$ cat config.mk
export PLATFORM = sky130hd
export DESIGN_NAME = tnsc_cell
export DESIGN_NICKNAME = d
export VERILOG_FILES = /design/src/rtl/tnsc_pkg.sv /design/src/rtl/tnsc_cell.sv
export SDC_FILE = /design/constraint.sdc
export NUM_CORES = 1
export LEC_CHECK = 0
export ABC_AREA = 1
export BUFFER_PORTS_ARGS = -buffer_cell sky130_fd_sc_hd__buf_2
export CORE_UTILIZATION = 59
export CTS_CLUSTER_DIAMETER = 200
export DETAILED_ROUTE_END_ITERATION = 7
export PLACE_DENSITY = 0.87
export SETUP_SLACK_MARGIN = 0.1
export SYNTH_ARGS = -nofsm -noshare
export SYNTH_HDL_FRONTEND = slang
export SYNTH_SLANG_ARGS = --single-unit
$ cat constraint.sdc
create_clock -name clock -period 6.4 [get_ports clock]
set_input_delay 1.28 -clock clock [delete_from_list [all_inputs] [get_ports clock]]
set_output_delay 1.28 -clock clock [all_outputs]
set_load 0.02 [all_outputs]
$ cat src/rtl/tnsc_pkg.sv
package tnsc_pkg;

   localparam int COORD_BITS     = 12;
   localparam int SLOT_BITS      = 6;
   localparam int GRID_BITS      = 13;
   localparam int COUNT_BITS     = 7;
   localparam int SQ_BITS        = 2 * COORD_BITS;
   localparam int SUM_BITS       = SQ_BITS + 1;
   localparam int DIST_BITS      = 24;
   localparam int CSR_INDEX_BITS = 2;
   localparam int CSR_DATA_BITS  = 13;

   localparam logic [GRID_BITS-1:0]  GRID_RESET  = GRID_BITS'(4096);
   localparam logic [COUNT_BITS-1:0] COUNT_RESET = COUNT_BITS'(1);

   localparam logic REQ_WRITE    = 1'b0;
   localparam logic REQ_CLASSIFY = 1'b1;

   typedef enum logic [CSR_INDEX_BITS-1:0] {
      CSR_GRID_WIDTH  = 2'd0,
      CSR_GRID_HEIGHT = 2'd1,
      CSR_SEED_COUNT  = 2'd2
   } csr_index_type;

   typedef struct packed {
      logic                  req_type;
      logic [SLOT_BITS-1:0]  seed_slot;
      logic [COORD_BITS-1:0] coord_x;
      logic [COORD_BITS-1:0] coord_y;
   } req_item_type;

   typedef struct packed {
      logic                 was_write;
      logic [SLOT_BITS-1:0] nearest_seed;
      logic [DIST_BITS-1:0] distance_sq;
   } rsp_item_type;

   typedef struct packed {
      logic [GRID_BITS-1:0]  grid_width;
      logic [GRID_BITS-1:0]  grid_height;
      logic [COUNT_BITS-1:0] seed_count;
   } cfg_type;

   // One item as it moves along the seed chain, one cell per cycle.
   typedef struct packed {
      logic                  valid;
      logic                  query;
      logic [SLOT_BITS-1:0]  slot;
      logic [COORD_BITS-1:0] x;
      logic [COORD_BITS-1:0] y;
   } point_type;

   // Running best distance; in every cell it trails its point by the axis-distance and square registers.
   typedef struct packed {
      logic                valid;
      logic                query;
      logic [SUM_BITS-1:0] dist_sq;
   } best_type;

endpackage

$ cat src/rtl/tnsc_cell.sv
module tnsc_cell #(
   parameter int CELL_INDEX = 0,
   parameter int IDX_W      = 6
) (
   input  logic                clock,
   input  logic                reset,
   input  tnsc_pkg::cfg_type   cfg,
   input  tnsc_pkg::point_type pt_in,
   output tnsc_pkg::point_type pt_out,
   input  tnsc_pkg::best_type  best_in,
   input  logic [IDX_W-1:0]    best_idx_in,
   output tnsc_pkg::best_type  best_out,
   output logic [IDX_W-1:0]    best_idx_out
);
   import tnsc_pkg::*;

   localparam bit FIRST = (CELL_INDEX == 0);

   // Wrapped distance along one axis. The result always fits in COORD_BITS.
   function automatic logic [COORD_BITS-1:0] axis_dist(
      input logic [COORD_BITS-1:0] a,
      input logic [COORD_BITS-1:0] b,
      input logic [GRID_BITS-1:0]  size
   );
      logic [COORD_BITS-1:0]        d;
      logic signed [GRID_BITS:0]    w;
      d = (a > b) ? (a - b) : (b - a);
      if (GRID_BITS'(d) > (size >> 1)) begin
         w = $signed({1'b0, size}) - $signed((GRID_BITS + 1)'(d));
      end else begin
         w = $signed((GRID_BITS + 1)'(d));
      end
      if (w < 0) begin
         w = -w;
      end
      return w[COORD_BITS-1:0];
   endfunction

   logic [COORD_BITS-1:0] seed_x_ff, seed_y_ff;
   point_type             pt_ff;

   logic                  v1_ff, q1_ff;
   logic [COORD_BITS-1:0] dx_ff, dy_ff, dx_in, dy_in;

   logic                  v2_ff, q2_ff;
   logic [SQ_BITS-1:0]    sqx_ff, sqy_ff;

   logic                  v3_ff, q3_ff;
   logic [SUM_BITS-1:0]   dist_ff, dist_in, sum;
   logic [IDX_W-1:0]      idx_ff, idx_in;
   logic                  slot_hit, active, take;

   assign slot_hit = pt_in.valid && (pt_in.query == REQ_WRITE)
                     && (32'(pt_in.slot) == CELL_INDEX);

   always_ff @(posedge clock) begin
      if (slot_hit) begin
         seed_x_ff <= pt_in.x;
         seed_y_ff <= pt_in.y;
      end
   end

   always_ff @(posedge clock) begin
      if (reset) begin
         pt_ff.valid <= 1'b0;
      end else begin
         pt_ff.valid <= pt_in.valid;
      end
      pt_ff.query <= pt_in.query;
      pt_ff.slot  <= pt_in.slot;
      pt_ff.x     <= pt_in.x;
      pt_ff.y     <= pt_in.y;
   end

   assign pt_out = pt_ff;

   assign dx_in = axis_dist(seed_x_ff, pt_in.x, cfg.grid_width);
   assign dy_in = axis_dist(seed_y_ff, pt_in.y, cfg.grid_height);

   always_ff @(posedge clock) begin
      if (reset) begin
         v1_ff <= 1'b0;
         v2_ff <= 1'b0;
         v3_ff <= 1'b0;
      end else begin
         v1_ff <= pt_in.valid;
         v2_ff <= v1_ff;
         v3_ff <= v2_ff;
      end
      q1_ff   <= pt_in.query;
      dx_ff   <= dx_in;
      dy_ff   <= dy_in;
      q2_ff   <= q1_ff;
      sqx_ff  <= dx_ff * dx_ff;
      sqy_ff  <= dy_ff * dy_ff;
      q3_ff   <= q2_ff;
      dist_ff <= dist_in;
      idx_ff  <= idx_in;
   end

   // The first cell always seeds the search; later cells join only when in use.
   assign sum    = SUM_BITS'(sqx_ff) + SUM_BITS'(sqy_ff);
   assign active = 32'(cfg.seed_count) > CELL_INDEX;
   assign take   = FIRST || (active && (sum < best_in.dist_sq));

   assign dist_in = take ? sum : best_in.dist_sq;
   assign idx_in  = take ? IDX_W'(CELL_INDEX) : best_idx_in;

   assign best_out.valid   = v3_ff;
   assign best_out.query   = q3_ff;
   assign best_out.dist_sq = dist_ff;
   assign best_idx_out     = idx_ff;

endmodule

* Word level (Yosys, flattened, before mapping)
Index checks and enable logic that the tools add are counted.
Storage, ports and cells: flip-flop bits (word level) 157, latch bits 0, RAM bits 0, ROM bits 0, input bits 100, output and inout bits 65, word-level logic and storage cells 43, memories 0
Operators by class: add/sub/neg operators 9, multipliers 2, divide/modulo/power cells 0, magnitude comparators 6, equal/unequal tests 0, shifts and indexed selects 0, multiplexer cells 6, bitwise gates (word level) 1, reductions and logical operators 3
Operator list (number):
- $gt A12 B12 Y1 | 4
- $mul A12 B12 Y24 | 2
- $mux W12 | 4
- $sub A12 B12 Y12 | 4
- $lt A14 B1 Y1 const B | 2
- $mux W14 | 2
- $sub A13 B12 Y14 | 2
- $add A24 B24 Y25 | 1
- $neg A12 Y12 | 2
- $logic_not A6 Y1 | 1
- $logic_and A1 B1 Y1 | 2
- $not A1 Y1 | 1

* Longest topological paths before layout
depth in word-level cells 6, mapped depth 36, depth with buffers taken out 34

* Least setup slack after synthesis
No wires, ideal clock.
path type register to register, start reg dx_ff[1], end reg sqx_ff[23], setup time 0.072 ns, arrival 5.283 ns, required time 6.328 ns, path slack 1.045 ns, cell stages (with the launch flop) 24, path buffers 1, clock period less this slack 5.355 ns, cells stage by stage dfxtp_1 > clkbuf_1 > nand2_1 > fa_1 > inv_1 > fa_1 > inv_1 > fa_1 > inv_1 > fa_1 > inv_1 > fa_1 > inv_1 > ha_1 > a21oi_1 > o21ai_0 > a21oi_1 > o21ai_0 > a21boi_0 > o21ai_0 > nand2_1 > nand2_1 > a21oi_1 > xor2_1
Between the ends: word-level cells in the longest chain between the ends 1
RTL lines:
- start, declared | line tnsc_cell.sv:43 | logic [COORD_BITS-1:0] dx_ff, dy_ff, dx_in, dy_in;
- start signal, assigned | line tnsc_cell.sv:91 | dx_ff <= dx_in;
- $mul A12 B12 Y24 | line tnsc_cell.sv:94 | sqx_ff <= dx_ff * dx_ff;
- end signal, assigned | line tnsc_cell.sv:94
- end, declared | line tnsc_cell.sv:46 | logic [SQ_BITS-1:0] sqx_ff, sqy_ff;
No other way between the ends. A chain may end at the register's enable or synchronous reset.

* Worst setup path in the final report
start reg dx_ff[10], end reg sqx_ff[20]
The elaborated chain is that of the path after synthesis.

==> metrics.md <==
| Metric | Value |
|---|---|
| Hold path cells | `0` |
| DR iter-0 viols | `840` |
| Initial antenna violation count | `1` |
| CTS H-tree depth | `4` |
| CTS Buf Count | `17` |
| Area of the die | `around 30000 um2` |
| GRT overflow | `0` |
| Cells after Synth | `2298` |
| Clk sink count | `155` |
| Area contributors post-synth | `fa_1, ha_1, dfxtp_1` |
| Ports | `165` |
| Yosys top cell by area | `fa_1` |
| Final Max Tran Viols | `0` |
| Avg Inst Size Synth | `7.645 um2` |
| Most used flip-flop cell after synthesis | `dfxtp_1` |
| Commonest non-fill, non-tap cell in the layout | `inv_1` |
| Post-synthesis sequential area ratio | `0.1903` |
| # Post-CTS Setup Buffers | `0` |
| Vias in the first global route | `14796` |
| RePlAce Congestion | `0.9122` |
| R2r setup slk | `0.58 ns` |
| Min cycle time layout | `5.824 ns` |
| Final setup TNS | `0 ns` |
| Hold_sp | `q2_ff` |
| Unrepaired setup endpoints after global routing | `no` |
| Top cell family by delay on the critical path | `adder cells` |
| Yosys warning total | `0` |
| Max incr delay on CP | `0.66 ns` |
| Mapped Area | `about 18000 um2` |
| # hold bufs at CTS | `0` |
| Final WL | `37.36 mm` |
| Max-slew headroom | `0.6034` |
| Slowest-stage cell, CP | `dfxtp_1` |
| Post-DP HPWL | `approximately 31 mm` |
| CTS Buffer Depth | `2` |
| IO buf count | `118` |
| Crit-path max FO | `12` |
| Actual slew at the worst max-slew pin | `0.5799 ns` |
| Max frequency | `0.1717 GHz` |
| Final net count | `between 2000 and 3000` |
| First-pass GRT wire length | `63.94 mm` |
| Max_cap viols | `0` |
| Period utilisation layout | `0.9100` |
| TritonCTS clock tree | `built` |
| Antenna viol nets, final | `0` |
| Status | `finished, final reports clean` |
| # diodes | `0` |
| Layout cells sized above 1 | `0.09147` |
| Clk pin slew, worst setup/hold paths | `0.07 ns` |
| Layout fillers | `approximately 2300` |
| Hold Slack | `0.3526 ns` |
| Detailed Routing Iterations Pass 1 | `7` |
| WP data required | `6.70 ns` |
| Crit path capture type | `register` |
| CP startpoint kind | `register` |
| FF-to-FF Start | `dx_ff[10]` |
| Total number of vias | `14556` |
| Largest net degree at the start of global routing | `25` |
| Synth top area share | `0.1869` |
| Core Footprint | `roughly 29000 um2` |
| Yosys reg bits | `between 150 and 200` |
| Cells along the critical path | `nand2_1 -> fa_1 -> inv_1 -> fa_1 -> inv_1 -> fa_1 -> inv_1 -> fa_1 -> inv_1 -> fa_1 -> inv_1 -> ha_1 -> nand2_1 -> nor2_1 -> nand2_1 -> o211ai_1 -> a31oi_1 -> inv_1 -> a21oi_1 -> o21bai_1 -> a21boi_0 -> o21ai_0 -> xor2_1` |
| Worst Path Buf+Inv | `6` |
| Final Core Density | `0.6584` |
| Setup CP Type | `register to register` |
| DRC | `0` |
| Die X | `174.6 um` |
| Cells on worst reg2reg path | `23` |
| WL per Instance | `13.34 um` |
| EDFF count, synth | `24` |
| Worst R2R End | `sqx_ff[20]` |
| Die height | `approximately 170 um` |
| Hold Path Class | `register to register` |
| Total global-route track usage | `0.2530` |
| # setup viols final | `0` |
| CP arrival | `6.13 ns` |
| Clock Latency Late Sink | `roughly 0.43 ns` |
| Clk root buf | `clkbuf_16` |
| Asr flop ratio synth | `0` |
| Final-report hold violation count | `0` |
| Most frequent cells in the layout | `inv_1, nand2_1, ha_1` |
| Starting Density | `0.6055` |
| Routed vias/inst | `5.199` |
| Hold Crit Endpoint | `q3_ff` |
| Distinct cells, synth | `54` |
| Most frequent cell on the critical path | `inv_1` |
| FP Rows | `62` |
| Final non-filler cell total | `2800` |
| Placed Cells | `2768` |
| Worst Skew | `0.01165 ns` |
| Area Overhead vs Synth | `8.724%` |
==> stage by stage <==
stage	cell area [um2]	setup slack (ns)
after global routing	19100	0.1066
after floorplan	17590	1.045
final	19100	0.5762
after global placement	18490	0.5130
after detailed placement	18490	0.3703
after CTS	19090	0.5116
==> registers in the layout, indices dropped and copies added (netlist names), 12 cells and up <==
signal,flops
sqy_ff,23
pt_out,30
sqx_ff,23
seed_y_ff,12
dy_ff,12
seed_x_ff,12
dx_ff,12
dist_ff,25
==> synthesized netlist by cell type (12+ instances only) <==
master	instances
inv_1	596
nand2_1	476
ha_1	232
fa_1	164
dfxtp_1	131
nand3_1	121
a21oi_1	118
nor2_1	83
xor2_1	75
o21ai_0	39
xnor2_1	36
clkbuf_1	28
edfxtp_1	24
nand2_2	22
buf_4	16
nor3_1	14
nand4_1	12
==> cell families (layout without fill, tap and decap cells) <==
| family | after synthesis | after routing | share of synthesized area |
|---|---|---|---|
| adder cells (fa/ha/maj) | 396 | 396 | 0.3521 |
| flip-flops | 155 | 155 | 0.1903 |
| multiplexers | 1 | 1 | 0.0006409 |
| buffers and inverters | 651 | 764 | 0.1434 |
| XOR/XNOR | 112 | 112 | 0.05626 |
| AND/OR/NAND/NOR | 751 | 751 | 0.1807 |
| AO/OA/AOI/OAI | 231 | 231 | 0.07635 |
| other | 1 | 6 | 0.0002135 |
==> what timing repair did <==
action                     in CTS  in global routing
hold endpoints to repair        0                  0
gates resized for setup         0                  7
setup endpoints to repair       0                  1
==> area by class of cell <==
class,count,area [um2],share of cell area
clock buffers,18,450.4,0.02358
clock inverters,14,148.9,0.007795
inverters,602,2260,0.1183
multi-input cells,1497,11730,0.6140
flip-flops and latches,155,3352,0.1755
well taps,384,480.5,0.02515
repair buffers,130,680.7,0.03563
==> worst max path at each step <==
stage | from | end | slack (ns) | depth (start not counted)
finish | dx_ff[10] | sqx_ff[20] | 0.58 | 23
global route | dx_ff[0] | sqx_ff[23] | 0.11 | 26
CTS | dx_ff[2] | sqx_ff[23] | 0.51 | 22
detailed placement | pt_in[0] | dy_ff[11] | 0.37 | 32
global placement | pt_in[0] | dy_ff[11] | 0.51 | 32
floorplan | dx_ff[1] | sqx_ff[23] | 1.05 | 23
==> layer usage <==
metal,track usage,wire (um)
met5,0,8
met4,0.07101,602
met3,0.03281,1835
met2,0.4690,19320
met1,0.3045,15590
Power is left out: the tool's default activity adds up to more than one toggle a clock period on the data nets, which glitch-free logic cannot reach.
